## config.mk

```make
export PLATFORM = sky130hd
export DESIGN_NAME = spm_queue
export DESIGN_NICKNAME = d
export VERILOG_FILES = /design/src/hdl/spm_pkg.sv /design/src/hdl/spm_queue.sv
export SDC_FILE = /design/constraint.sdc
export NUM_CORES = 1
export LEC_CHECK = 0
export BUFFER_PORTS_ARGS = -buffer_cell sky130_fd_sc_hd__buf_2
export CAP_MARGIN = 20
export CORE_MARGIN = 10
export CORE_UTILIZATION = 35
export DETAILED_ROUTE_END_ITERATION = 8
export SLEW_MARGIN = 20
export SYNTH_ARGS = -nofsm -noshare
export SYNTH_HDL_FRONTEND = slang
export SYNTH_SLANG_ARGS = --single-unit
```

## constraint.sdc

```tcl
create_clock -name clk -period 4.5 [get_ports clk]
set_clock_uncertainty 0.05 [all_clocks]
set_input_delay 0.45 -clock clk [delete_from_list [all_inputs] [get_ports clk]]
set_output_delay 0.45 -clock clk [all_outputs]
set_load 0.03 [all_outputs]
```

## src/hdl/spm_pkg.sv

```systemverilog
// Shared types and constants for the sample playback mixer.
package spm_pkg;

	typedef enum logic [1:0] {
		OP_LOAD   = 2'd0,
		OP_MIX    = 2'd1,
		OP_SETPOS = 2'd2,
		OP_REWIND = 2'd3
	} spm_op_t;

	typedef enum logic [2:0] {
		REG_STEP_RATE     = 3'd0,
		REG_VOLUME_LEVEL  = 3'd1,
		REG_MIX_SHIFT     = 3'd2,
		REG_SAMPLE_LENGTH = 3'd3,
		REG_BUFFER_SIZE   = 3'd4,
		REG_PLAY_ENABLE   = 3'd5
	} spm_reg_t;

	localparam int unsigned CFG_W       = 17;
	localparam int unsigned QUEUE_DEPTH = 4;
	localparam logic [3:0]  VOLUME_MAX  = 4'd8;
	localparam logic [2:0]  SHIFT_MAX   = 3'd7;

	typedef struct packed {
		logic [15:0] step_rate;
		logic [3:0]  volume_level;
		logic [2:0]  mix_shift;
		logic [16:0] sample_length;
		logic [12:0] buffer_size;
		logic        play_enable;
	} spm_cfg_t;

	// One classified word handed from the front end to the back end.
	typedef struct packed {
		logic        is_load;
		logic        is_mix;
		logic [15:0] mem_x;
		logic [7:0]  sample_byte;
		logic [7:0]  mix_a;
		logic [7:0]  mix_b;
		logic [15:0] position;
		logic        rewound;
	} spm_cmd_t;

endpackage

```

## src/hdl/spm_queue.sv

```systemverilog
// Short queue of classified words between the front end and the back end.
module spm_queue import spm_pkg::*; (
	input  logic     clk,
	input  logic     arst_n,
	input  logic     push,
	input  spm_cmd_t push_cmd,
	input  logic     pop,
	output logic     full,
	output logic     not_empty,
	output spm_cmd_t head
);

	localparam int unsigned PW = $clog2(QUEUE_DEPTH);

	spm_cmd_t        slot_q [QUEUE_DEPTH];
	logic [PW-1:0]   wr_ptr_q;
	logic [PW-1:0]   rd_ptr_q;
	logic [PW:0]     count_q;

	assign full      = (count_q == (PW+1)'(QUEUE_DEPTH));
	assign not_empty = (count_q != '0);
	assign head      = slot_q[rd_ptr_q];

	always_ff @(posedge clk) begin
		if (push) begin
			slot_q[wr_ptr_q] <= push_cmd;
		end
	end

	always_ff @(posedge clk or negedge arst_n) begin
		if (!arst_n) begin
			wr_ptr_q <= '0;
			rd_ptr_q <= '0;
			count_q  <= '0;
		end else begin
			if (push) begin
				wr_ptr_q <= wr_ptr_q + 1'b1;
			end
			if (pop) begin
				rd_ptr_q <= rd_ptr_q + 1'b1;
			end
			if (push && !pop) begin
				count_q <= count_q + 1'b1;
			end else if (pop && !push) begin
				count_q <= count_q - 1'b1;
			end
		end
	end

endmodule

```

* Word-level counts from Yosys, hierarchy flattened
Memories as Yosys holds them, arrays and structs flattened. Cells that the tools add are included.
Storage, ports and cells: bits in registers 7, RAM bits 236, output and inout bits 61, logic and storage cells 19, memories 1
Operators by class: add/subtract/negate cells 4, equal/unequal tests 1, multiplexer cells 4, reductions and logical operators 6
Memory list:
- slot_q | words 4, bits a word 59, rd ports 1, clocked after Yosys merged registers in 0, wr ports 1, line spm_queue.sv:15 | spm_cmd_t slot_q [QUEUE_DEPTH];
Operator list (number):
- two-way mux 3 bit | 2
- adder 2 x 1 -> 2 bit, second input constant | 2
- adder 3 x 1 -> 3 bit, second input constant | 1
- equality test 3 bit, second input constant | 1
- nonzero test 3 bit | 1
- subtractor 3 x 1 -> 3 bit, second input constant | 1
- logical AND 1 bit | 2
- logical NOT 1 bit | 2
- two-way mux 1 bit | 2
- nonzero test 2 bit | 1

* Longest topological paths before layout
depth after elaboration 4, gate-level depth with buffers 7, depth with buffers taken out 7

* Worst setup path before layout
Ideal clock, no wire load.
path kind register -> register, start point register wr_ptr_q[0], end point memory slot_q[2][0] (netlist name), enable pin, setup time 0.423 ns, arrival 2.009 ns, required time 4.027 ns, setup slack 2.018 ns, stages on the path, launching flop included 4, path buffers 0, cell sequence dfrtp_1 > inv_1 > ha_1 > and2_1
RTL lines:
- start, declared | line spm_queue.sv:16 | logic [PW-1:0] wr_ptr_q;
- start signal, assigned | line spm_queue.sv:37 | wr_ptr_q <= wr_ptr_q + 1'b1;
- end, declared | line spm_queue.sv:15
No word-level cell before the write port.

==> impl_metrics.json <==
{
  "cts-htree-levels": 1,
  "clkTransAtPathRegs_ns": 0.06,
  "cts.repair.resized": 0,
  "routedWlPerCell_microns": 20.38,
  "share_clk_of_total_power_pct": 24.2,
  "max-cap-violations": 0,
  "p_leak_nw": 3.586,
  "core_sq_um": 25180,
  "holdCritPathClass": "primary input to flip-flop",
  "n_fill_cell": 2152,
  "vdd_drop_max_uv": 358.9,
  "combinationalPowerShare_pct": 31.7,
  "ys.warnings.count": 0,
  "status": "completed",
  "area_growth_pct": 17.83,
  "synth-async-reset-ratio_pct": 2.881,
  "start_kind": "flip-flop",
  "cts.path.max_buffers": 3,
  "numPlacedInstances": 785,
  "routed_via_density": 4.780,
  "die_area_sq_um": 32450,
  "num_io_pins": 124,
  "endpoint_kind": "output pin",
  "synth_area_leader_cell": "edfxtp_1",
  "synth-edff-count": 236,
  "power_frac_seq_pct": 44.1,
  "antenna_found_initial": 2,
  "global_route.usage.total_pct": 10.21,
  "chipWidth_microns": 180.1,
  "synth_top_cell_area_share_pct": 78.95,
  "postSynth.topFlopCell": "edfxtp_1",
  "critical_path_peak_fanout": 39,
  "first_iter_violations": 260,
  "arrival_ns": 2.69,
  "number_of_global_route_vias_before_repair": 4446,
  "detailedRoute.firstPassIterationCount": 4,
  "synthesis.area_sq_um": 8976,
  "drc_errors": 0,
  "cts_tree": "yes",
  "synth_cell_type_count": 20,
  "io_buffer_count": 123,
  "max_slew_margin_pct": 34.30,
  "floorplan.initialDensity_pct": 35.65,
  "synth_nets": 412,
  "ant_cells": 0,
  "grt_start_max_net_pins": 60,
  "timing.final.max_slew_violations": 0,
  "ant_nets": 0,
  "intPower_mw": 4.844,
  "post_cts_buffers": 0,
  "switching_power_mw": 2.476,
  "finalWorstPathRequiredPeriod_ns": 3.191,
  "dieHeight_microns": 180.1,
  "clock_sinks": 243,
  "sequential_cell_area_sq_um": 7267,
  "cp.required_ns": 4.00,
  "place.gp.congestion": 0.6798,
  "yosys-top-cells-area": "edfxtp_1 (79%), mux4_2 (15%), dfrtp_1 (2.0%)",
  "dp_hpwl_microns": 9961,
  "synth.avg_cell_area_sq_um": 26.17,
  "grt_pass1_wl_microns": 26340,
  "power-per-cell-area_nw_per_um2": 692.1,
  "overflow": 0,
  "finalSetupTns_ns": 0,
  "design.final.nets": 551,
  "finalHoldViolCount": 0,
  "timing_worst_slew_pin_value_ns": 0.9854,
  "clkLatencyLatePin_ns": 0.50,
  "synth.yosys.seq_area_share_pct": 80.90,
  "synth-seq-cells": 243,
  "final.hold.worst_slack_ns": 0.1026,
  "layout-drive-gt1-share_pct": 44.06,
  "wl_microns": 16850,
  "path_class": "flip-flop to output pin",
  "fin_crit_sh_pct": 70.92,
  "ctsRootBufferMaster": "clkbuf_16",
  "fin_area_sq_um": 10580,
  "cts_inserted_buffers": 24,
  "layoutNonFillerInstCount": 827,
  "vias": 3953,
  "place_area_sq_um": 9877,
  "netlist_instances": 343,
  "rsz0062_at_grt": "no",
  "switching_share_pct": 33.83,
  "total_power_consumption_of_the_routed_design_mw": 7.320,
  "synth.cells.most_frequent": "edfxtp_1 (236), mux4_2 (58), dfrtp_1 (7)",
  "placementRows": 58,
  "timing.fmax_mhz": 313.3,
  "finalSetupViolCount": 0,
  "multi_input_area_sq_um": 1544,
  "yosysMostFrequentCell": "edfxtp_1"
}
[placed cells by master (no fill, tap or decap), drive strengths merged]
master and instances:
and2 4, clkinv 11, inv 4, fa 1, nor3b 1, o21ai 1, mux4 59, dlygate4sd3 1
ha 5, mux2 1, edfxtp 236, nor2 1, xor2 4, buf 126, nand2 2, dfrtp 7
or3 1, xnor2 2, clkbuf 30
[routing by layer]
metal,vias up,global-route usage [%],part of all wire [%]
li1,1733,-,-
met1,2052,12.35,41
met2,134,17.29,50
met3,30,3.313,7.5
met4,4,2.625,1.9
met5,-,0,0.20
[flip-flops by register name, indices dropped and copies added (netlist names)]
| signal | count |
|---|---|
| slot_q | 236 |
| count_q | 3 |
| wr_ptr_q | 2 |
| rd_ptr_q | 2 |
[layout make-up]
type / count / area share (%)
inverter: 4 / 0.1420
clock buffer: 30 / 6.093
clock inverter: 11 / 0.4259
multi-input combinational: 82 / 14.60
timing repair buffer: 127 / 6.128
tap: 330 / 3.904
sequential: 243 / 68.71
[critical path, cell delays in order, from the launching register on]
cell	delay, ns
dfrtp_4	0.95
buf_4	0.42
mux4_1	0.59
buf_2	0.20
[power groups by stage]
stage | sequential [mW] | clock, mW | combinational (mW)
floorplan | 3.10 | 0 | 1.97
global placement | 3.26 | 0 | 2.37
detailed placement | 3.29 | 0 | 2.39
CTS | 3.25 | 1.84 | 2.40
global route | 3.29 | 1.94 | 2.50
finish | 3.23 | 1.77 | 2.32
[per-stage QoR]
stage,util (%),setup slack (ns)
3_5_place_dp,39.22,1.727
2_1_floorplan,-,2.018
5_1_grt,42.00,1.043
3_3_place_gp,39.22,1.741
4_1_cts,42.00,1.173
6_report,42.00,1.309
[worst paths after layout]
| check | cells after the start | endpoint | slack, ns | from |
|---|---|---|---|---|
| min reg2reg | 1 | count_q[2] | 0.45 | count_q[2] |
| min | 2 | rd_ptr_q[0] | 0.10 | pop |
| min in group asynchronous | 2 | count_q[1] | 0.26 | arst_n |
| max reg2reg | 3 | slot_q[0][27] | 2.55 | wr_ptr_q[0] |
| max in group asynchronous | 2 | rd_ptr_q[0] | 3.97 | arst_n |
| max | 3 | head[54] | 1.31 | rd_ptr_q[0] |
[logic make-up after synthesis]
family                     Yosys count  share of synthesized area, %
buffers and inverters               18                         2.007
muxes                               60                         14.97
xor gates and xnor gates             6                        0.5854
DFF                                243                         80.90
and+or+nand+nor                      9                        0.5576
adders and majority gates            6                        0.9200
AOI/OAI and AO/OA                    1                       0.05570
[what timing repair did]
item,CTS,global route
endpoints found under the setup margin,0,0
hold buffers,1,0
hold endpoints to repair,7,0
Note: power is estimated with default switching activity, not from simulation.
