[config.mk]
export PLATFORM = sky130hd
export DESIGN_NAME = spm_front
export DESIGN_NICKNAME = d
export VERILOG_FILES = /design/src/hdl/spm_pkg.sv /design/src/hdl/spm_front.sv
export SDC_FILE = /design/constraint.sdc
export NUM_CORES = 1
export LEC_CHECK = 0
export ABC_AREA = 1
export BUFFER_PORTS_ARGS = -buffer_cell sky130_fd_sc_hd__buf_2
export CELL_PAD_IN_SITES_DETAIL_PLACEMENT = 1
export CELL_PAD_IN_SITES_GLOBAL_PLACEMENT = 2
export CORE_AREA = 2 2 177 136
export CTS_CLUSTER_SIZE = 40
export DETAILED_ROUTE_END_ITERATION = 8
export DIE_AREA = 0 0 179 138
export GPL_TIMING_DRIVEN = 0
export PLACE_DENSITY = 0.83
export SYNTH_ARGS = -nofsm -noshare
export SYNTH_HDL_FRONTEND = slang
export SYNTH_SLANG_ARGS = --single-unit
[constraint.sdc]
create_clock -name clk -period 5.5 [get_ports clk]
set_clock_uncertainty 0.05 [all_clocks]
set_input_delay 0.275 -clock clk [delete_from_list [all_inputs] [get_ports clk]]
set_output_delay 0.275 -clock clk [all_outputs]
set_load 0.02 [all_outputs]
[src/hdl/spm_pkg.sv]
// Shared types and constants for the sample playback mixer.
package spm_pkg;

	typedef enum logic [1:0] {
		OP_LOAD   = 2'd0,
		OP_MIX    = 2'd1,
		OP_SETPOS = 2'd2,
		OP_REWIND = 2'd3
	} spm_op_t;

	typedef enum logic [2:0] {
		REG_STEP_RATE     = 3'd0,
		REG_VOLUME_LEVEL  = 3'd1,
		REG_MIX_SHIFT     = 3'd2,
		REG_SAMPLE_LENGTH = 3'd3,
		REG_BUFFER_SIZE   = 3'd4,
		REG_PLAY_ENABLE   = 3'd5
	} spm_reg_t;

	localparam int unsigned CFG_W       = 17;
	localparam int unsigned QUEUE_DEPTH = 4;
	localparam logic [3:0]  VOLUME_MAX  = 4'd8;
	localparam logic [2:0]  SHIFT_MAX   = 3'd7;

	typedef struct packed {
		logic [15:0] step_rate;
		logic [3:0]  volume_level;
		logic [2:0]  mix_shift;
		logic [16:0] sample_length;
		logic [12:0] buffer_size;
		logic        play_enable;
	} spm_cfg_t;

	// One classified word handed from the front end to the back end.
	typedef struct packed {
		logic        is_load;
		logic        is_mix;
		logic [15:0] mem_x;
		logic [7:0]  sample_byte;
		logic [7:0]  mix_a;
		logic [7:0]  mix_b;
		logic [15:0] position;
		logic        rewound;
	} spm_cmd_t;

endpackage

[src/hdl/spm_front.sv]
// Front end: accepts words, runs the phase accumulator and classifies each word.
module spm_front import spm_pkg::*; (
	input  logic        clk,
	input  logic        arst_n,
	input  spm_cfg_t    cfg,
	input  logic        in_valid,
	output logic        in_ready,
	input  logic [1:0]  op,
	input  logic [15:0] sample_addr,
	input  logic [7:0]  sample_byte,
	input  logic [7:0]  mix_a_in,
	input  logic [7:0]  mix_b_in,
	input  logic [15:0] new_position,
	input  logic        q_full,
	output logic        push,
	output spm_cmd_t    cmd
);

	logic [23:0] phase_q;
	logic [23:0] phase_next;
	logic [24:0] sum;
	logic [17:0] reach;
	logic        mix_play;
	logic        do_rewind;

	assign in_ready = !q_full;
	assign push     = in_valid && in_ready;

	assign sum   = {1'b0, phase_q} + {9'd0, cfg.step_rate};
	assign reach = {1'b0, sum[24:8]} + {5'd0, cfg.buffer_size};

	always_comb begin
		phase_next = phase_q;
		mix_play   = 1'b0;
		do_rewind  = 1'b0;
		unique case (spm_op_t'(op))
			OP_LOAD: begin
				phase_next = phase_q;
			end
			OP_MIX: begin
				if (cfg.play_enable) begin
					phase_next = sum[23:0];
					mix_play   = 1'b1;
				end
			end
			OP_SETPOS: begin
				phase_next = {new_position, 8'd0};
			end
			OP_REWIND: begin
				if (reach > {1'b0, cfg.sample_length}) begin
					phase_next = phase_q - {cfg.sample_length[15:0], 8'd0};
					do_rewind  = 1'b1;
				end
			end
			default: begin
				phase_next = phase_q;
			end
		endcase
	end

	always_comb begin
		cmd.is_load     = (spm_op_t'(op) == OP_LOAD);
		cmd.is_mix      = mix_play;
		cmd.mem_x       = cmd.is_load ? sample_addr : phase_next[23:8];
		cmd.sample_byte = sample_byte;
		cmd.mix_a       = mix_a_in;
		cmd.mix_b       = mix_b_in;
		cmd.position    = phase_next[23:8];
		cmd.rewound     = do_rewind;
	end

	always_ff @(posedge clk or negedge arst_n) begin
		if (!arst_n) begin
			phase_q <= '0;
		end else if (push) begin
			phase_q <= phase_next;
		end
	end

endmodule

# --- Word-level counts from Yosys, hierarchy flattened ---
# Index checks and enable logic that the tools add are counted.
word_totals:
  word_cells: 24
  output_inout_bits: 61
  reg_bits: 24
classes:
  n_lt_le_gt_ge: 1
  n_eq_ne: 5
  n_mux: 8
  n_bitwise: 1
  n_reduce_logical: 4
  n_addsub: 3
op_table:
  columns: ["cell", "n"]
  rows:
  - ["24-bit case mux with 4 select lines", 1]
  - ["24-bit 2-to-1 mux", 2]
  - ["24-bit by 16-bit adder with 25-bit output", 1]
  - ["24-bit subtractor", 1]
  - ["17-bit by 13-bit adder with 18-bit output", 1]
  - ["18-bit by 17-bit greater-than comparator with 1-bit output", 1]
  - ["16-bit 2-to-1 mux", 1]
  - ["2-bit == test (second input constant)", 2]
  - ["1-bit 2-to-1 mux", 4]
  - ["2-bit != test (second input constant)", 2]
  - ["4-bit AND reduction", 1]
  - ["2-bit by 1-bit == test with 1-bit output (second input constant)", 1]
  - ["2-bit zero test", 1]
  - ["1-bit logical AND", 1]
  - ["1-bit zero test", 1]
  - ["1-bit inverter", 1]

# --- Depth between registers and ports, before layout ---
depth:
  depth_word: 6
  mapped_depth: 36

# --- Worst setup path before layout ---
# OpenSTA, ideal clock, no wires.
synth_path:
  path_kind: "reg2out"
  from: "register phase_q[0]"
  to: "output port cmd[8] (netlist name)"
  n_path_buf: 2
  required_time_ns: 5.175
  arrival_time_ns: 4.211
  setup_slack_ns: 0.964
  stages_incl_launch_ff: 33
  cell_sequence: "dfrtp_1 -> ha_1 -> inv_1 -> fa_1 -> inv_1 -> nand2_1 -> nand2_1 -> nand3_1 -> nand2_1 -> xor2_1 -> ha_1 -> inv_1 -> fa_1 -> nand3b_1 -> nand2_1 -> nand3_1 -> nand4_1 -> nand2_1 -> inv_1 -> o21ai_2 -> xnor2_1 -> ha_1 -> nand2_1 -> nor2_2 -> and2_4 -> nand3_4 -> nand3_4 -> nand2_4 -> buf_6 -> nand2_2 -> nand3_2 -> nand3b_4 -> buf_4"
synth_via:
  elab_chain_len: 5
  elab_cells_between_ends: 7
  classes_between: "add/sub (3); order compare (1); mux (3)"
synth_rtl:
  columns: ["item", "line_no", "text"]
  rows:
  - ["start: declaration", "spm_front.sv:19", "logic [23:0] phase_q;"]
  - ["start signal: assignment", "spm_front.sv:76", "phase_q <= phase_next;"]
  - ["24-bit by 16-bit adder with 25-bit output", "spm_front.sv:29", "assign sum = {1'b0, phase_q} + {9'd0, cfg.step_rate};"]
  - ["17-bit by 13-bit adder with 18-bit output", "spm_front.sv:30", "assign reach = {1'b0, sum[24:8]} + {5'd0, cfg.buffer_size};"]
  - ["18-bit by 17-bit greater-than comparator with 1-bit output", "spm_front.sv:50", "if (reach > {1'b0, cfg.sample_length}) begin"]
  - ["24-bit 2-to-1 mux", "spm_front.sv:50", null]
  - ["24-bit case mux with 4 select lines (*)", "spm_front.sv:36", "unique case (spm_op_t'(op))"]
  - ["end: declaration", "spm_front.sv:16", "output spm_cmd_t cmd"]
# Mark *: on every way between the ends. The rest lies on a longest branch, timed or not. The select of a mux whose other input is x is not followed.

# --- Worst setup path after layout ---
layout_path:
  from: "register phase_q[0]"
  to: "output port cmd[11] (netlist name)"
# Same word-level chain as after synthesis.

==> impl_metrics.xml <==
<?xml version="1.0" encoding="UTF-8"?>
<metrics>
  <group name="run_status">
    <metric name="run_status" unit="">completed</metric>
  </group>
  <group name="yosys">
    <metric name="synth.top_cells.by_area" unit="">sky130_fd_sc_hd__nand2_1, sky130_fd_sc_hd__ha_1, sky130_fd_sc_hd__inv_1</metric>
    <metric name="synth-edff-count" unit="">0</metric>
    <metric name="seq_cells_post_synth" unit="">24</metric>
    <metric name="yosysWarningCount" unit="">0</metric>
    <metric name="count_of_cell_types_in_the_netlist" unit="">44</metric>
    <metric name="synth_area" unit="sq um">6093</metric>
    <metric name="synth_seq_area_share" unit="">0.09856</metric>
    <metric name="yosysTopAreaCell" unit="">sky130_fd_sc_hd__nand2_1</metric>
    <metric name="syn_inst_count" unit="">1042</metric>
    <metric name="synth_commonest_cells" unit="">sky130_fd_sc_hd__nand2_1, sky130_fd_sc_hd__inv_1, sky130_fd_sc_hd__nand3_1</metric>
    <metric name="synthArstFlopShare" unit="">1.000</metric>
    <metric name="synthesis.nets" unit="">1224</metric>
    <metric name="synthesis.area_per_instance" unit="sq um">5.848</metric>
    <metric name="yosys.cell_count.top_type" unit="">sky130_fd_sc_hd__nand2_1</metric>
    <metric name="synthDominantCellAreaShare" unit="">0.2316</metric>
    <metric name="flip_flop_cell_with_the_highest_count_after_synthesis" unit="">sky130_fd_sc_hd__dfrtp_1</metric>
  </group>
  <group name="drt">
    <metric name="drc" unit="">0</metric>
    <metric name="detail_route.vias_per_cell" unit="">4.679</metric>
    <metric name="avgRoutedWirePerCell" unit="microns">17.86</metric>
    <metric name="drt_pass1_iterations" unit="">5</metric>
    <metric name="top_layer" unit="">met4</metric>
    <metric name="m1WireLength" unit="mm">13.83</metric>
    <metric name="route.met2.wl" unit="mm">11.55</metric>
    <metric name="totalWireLength" unit="mm">27.35</metric>
    <metric name="drt.antenna.violating_nets" unit="">0</metric>
    <metric name="drt_first_iter_violations" unit="">330</metric>
    <metric name="met3RoutedLength" unit="mm">1.643</metric>
    <metric name="num_vias" unit="">7164</metric>
  </group>
  <group name="final_layout">
    <metric name="area.growth.synth_to_final" unit="%">37.08</metric>
    <metric name="final_design_area_no_fill" unit="sq um">8353</metric>
    <metric name="largest_register_ffs" unit="">24</metric>
    <metric name="fill_cells" unit="">3113</metric>
    <metric name="reg.largest.list" unit="">phase_q (24)</metric>
    <metric name="post_layout_nonfiller_instances" unit="">1531</metric>
    <metric name="final_layout_size_suffix_gt1_frac" unit="">0.3371</metric>
    <metric name="area.sequential" unit="sq um">610.6</metric>
    <metric name="num_antenna_cells" unit="">0</metric>
    <metric name="final_net_count" unit="">1408</metric>
    <metric name="regMostFlops" unit="">phase_q</metric>
    <metric name="area_taken_by_multi_input_logic_gates" unit="sq um">5036</metric>
  </group>
  <group name="cts">
    <metric name="h_tree_depth" unit="">1</metric>
    <metric name="clock_insertion_delay_at_the_later_pin_of_the_skew_report" unit="ns">0.27</metric>
    <metric name="clock_path_buffers" unit="">2</metric>
    <metric name="cts.root.buffer_cell" unit="">sky130_fd_sc_hd__clkbuf_16</metric>
    <metric name="cts-buffers-inserted" unit="">3</metric>
    <metric name="cts.sink_count" unit="">24</metric>
    <metric name="cts.reportedPaths.clkPinSlew" unit="ns">0.07</metric>
    <metric name="cts_tree" unit="">done</metric>
  </group>
  <group name="sta">
    <metric name="final_max_slew_viol_count" unit="">0</metric>
    <metric name="setup_viol" unit="">0</metric>
    <metric name="final.min_clock_period" unit="ns">5.476</metric>
    <metric name="finalWorstSetupSlack" unit="ns">0.02430</metric>
    <metric name="unrepaired_setup_endpoints_after_global_routing" unit="">true</metric>
    <metric name="hold_violations" unit="">0</metric>
    <metric name="timing.final.crit_share" unit="">0.9956</metric>
    <metric name="max_slew.worst_pin.slew" unit="ns">0.9345</metric>
    <metric name="maxSlewHeadroom" unit="">0.3770</metric>
    <metric name="fmaxAchievable" unit="MHz">182.6</metric>
  </group>
  <group name="floorplanning">
    <metric name="fp.dieH" unit="microns">138</metric>
    <metric name="die-width" unit="microns">179</metric>
    <metric name="io-pin-count" unit="">177</metric>
    <metric name="start_util" unit="">0.2622</metric>
    <metric name="floorplan.die_area" unit="sq um">24700</metric>
    <metric name="fp.coreArea" unit="sq um">23240</metric>
    <metric name="floorplan.rows" unit="">49</metric>
  </group>
  <group name="pwr">
    <metric name="power_switching_share" unit="">0.5451</metric>
    <metric name="power_density" unit="nW/um^2">376.6</metric>
    <metric name="netSwitchingPower" unit="mW">1.715</metric>
    <metric name="power.ir.vdd_worst" unit="mV">0.1222</metric>
    <metric name="power.share.sequential" unit="">0.099</metric>
    <metric name="p_int" unit="mW">1.431</metric>
    <metric name="share_clk_of_total_power" unit="">0.071</metric>
    <metric name="static_leakage" unit="nW">4.657</metric>
    <metric name="comb_power_share" unit="">0.831</metric>
  </group>
  <group name="grt">
    <metric name="pin_count_of_the_biggest_net_entering_global_routing" unit="">25</metric>
    <metric name="via_count_of_the_first_global_routing_pass" unit="">6957</metric>
    <metric name="grt_use_total" unit="">0.2099</metric>
    <metric name="grt_pass1_wl" unit="mm">39.87</metric>
    <metric name="number_of_antenna_violations_at_the_first_check_in_global_routing" unit="">0</metric>
    <metric name="grt-ovfl-total" unit="">0</metric>
  </group>
  <group name="worst_hold_path">
    <metric name="min_delay_src" unit="">cfg[38]</metric>
    <metric name="min_delay_worst_endpoint" unit="">phase_q[0]</metric>
    <metric name="timing.hold.worst_path_depth" unit="">4</metric>
    <metric name="hp-class" unit="">input port to flip-flop</metric>
  </group>
  <group name="setup_path">
    <metric name="critical_path.reg2reg.endpoint" unit="">phase_q[18]</metric>
    <metric name="crit_path_max_cell_delay" unit="ns">0.36</metric>
    <metric name="required_time_of_the_worst_setup_path" unit="ns">5.18</metric>
    <metric name="r2r_slack" unit="ns">0.51</metric>
    <metric name="worst_r2r_path_depth" unit="">33</metric>
    <metric name="setup.worst_path.start_class" unit="">flip-flop</metric>
    <metric name="timing.critical_path.arrival" unit="ns">5.15</metric>
    <metric name="worst-path-max-fanout" unit="">8</metric>
    <metric name="critical_path.endpoint_type" unit="">output port</metric>
    <metric name="rr_startpoint" unit="">phase_q[0]</metric>
    <metric name="crit_path_top_delay_cell" unit="">sky130_fd_sc_hd__dfrtp_1</metric>
    <metric name="critPathKind" unit="">flip-flop to output port</metric>
  </group>
  <group name="placement">
    <metric name="placement.cell_area" unit="sq um">7202</metric>
    <metric name="placed_instances" unit="">1493</metric>
    <metric name="place_worst_setup_slack" unit="ns">-0.2975</metric>
    <metric name="place.port_buffers" unit="">145</metric>
    <metric name="dp.final_hpwl" unit="mm">22.70</metric>
    <metric name="routabilityCongestion" unit="">0.9097</metric>
  </group>
  <group name="job">
    <metric name="max_cap_violations" unit="">0</metric>
  </group>
</metrics>
-- what timing repair did --
action / 4_1_cts / 5_1_grt
hold endpoints to repair: 17 / 0
gates resized for setup: 49 / 125
buffers inserted: 4 / 30
hold buffers: 1 / 0
endpoints found under the setup margin: 33 / 33
cloned: 0 / 2
pin swaps: 11 / 53
-- placed cells by master (no fill, tap or decap), drive strengths merged, types with 3 or more instances in the layout --
cell,count
a21oi,33
a22oi,13
and2,11
buf,229
clkbuf,10
clkinv,4
dfrtp,24
fa,3
ha,63
inv,185
nand2,393
nand3,106
nand3b,18
nand4,11
nor2,59
nor3,4
o21ai,11
o21bai,4
o22ai,7
xnor2,17
xor2,12
-- area by class of cell --
cell class / count / share of cell area
Buffer: 55 / 0.04748
Clock buffer: 3 / 0.008987
Clock inverter: 1 / 0.003595
Inverter: 189 / 0.08523
Multi-Input combinational cell: 771 / 0.6029
Sequential cell: 24 / 0.07310
Tap cell: 306 / 0.04584
Timing Repair Buffer: 182 / 0.1329
-- per-stage QoR --
step | hold WS (ns) | setup TNS, ns | total power, mW | util
floorplan | -0.07059 | 0 | 1.778 | -
CTS | 0.3605 | 0 | 2.769 | 0.3276
global route | 0.3798 | -2.687 | 3.420 | 0.3595
finish | 0.3422 | 0 | 3.146 | 0.3595
detailed placement | 0.2819 | -5.427 | 2.403 | 0.3099
global placement | 0.2724 | -4.673 | 2.357 | 0.3099
-- worst max-delay path, delay by kind of cell, from the launching register on --
kind,cells,cell delay [ns]
buffers and inverters,8,0.79
AO/OA/AOI/OAI,1,0.05
XOR/XNOR,2,0.44
flip-flops,1,0.36
AND/OR/NAND/NOR,16,1.86
adder cells (fa/ha/maj),5,1.35
-- worst max-delay path by stage --
stage,startpoint,to,slack (ns),depth (start not counted)
floorplan,phase_q[0],cmd[8],0.96,32
global route,phase_q[0],cmd[11],-0.17,32
global placement,cfg[38],cmd[11],-0.28,34
finish,phase_q[0],cmd[11],0.02,32
CTS,phase_q[0],cmd[16],0.008,34
detailed placement,cfg[38],cmd[11],-0.30,34
-- per-layer routing --
metal | vias to the layer above | global-route usage
met4 | 0 | 0.02011
li1 | 3589 | -
met1 | 3372 | 0.3268
met2 | 185 | 0.3134
met5 | - | 0
met3 | 18 | 0.02915
-- power groups by stage --
stage / Combinational, mW / Sequential (mW) / Clock, mW
3_3_place_gp: 2.05 / 0.307 / 0
4_1_cts: 2.23 / 0.312 / 0.229
2_1_floorplan: 1.51 / 0.266 / 0
3_5_place_dp: 2.09 / 0.308 / 0
5_1_grt: 2.87 / 0.314 / 0.232
6_report: 2.61 / 0.310 / 0.223
-- cell families (layout without fill, tap and decap cells) --
kind of cell	Yosys count	in the layout	synth area share
DFF	24	24	0.09856
AOI/OAI and AO/OA	72	72	0.07125
xor gates and xnor gates	29	29	0.04292
and+or+nand+nor	604	604	0.4647
buffers and inverters	247	430	0.1834
adders and majority gates	66	66	0.1392
Note: power is estimated with default switching activity, not from simulation.
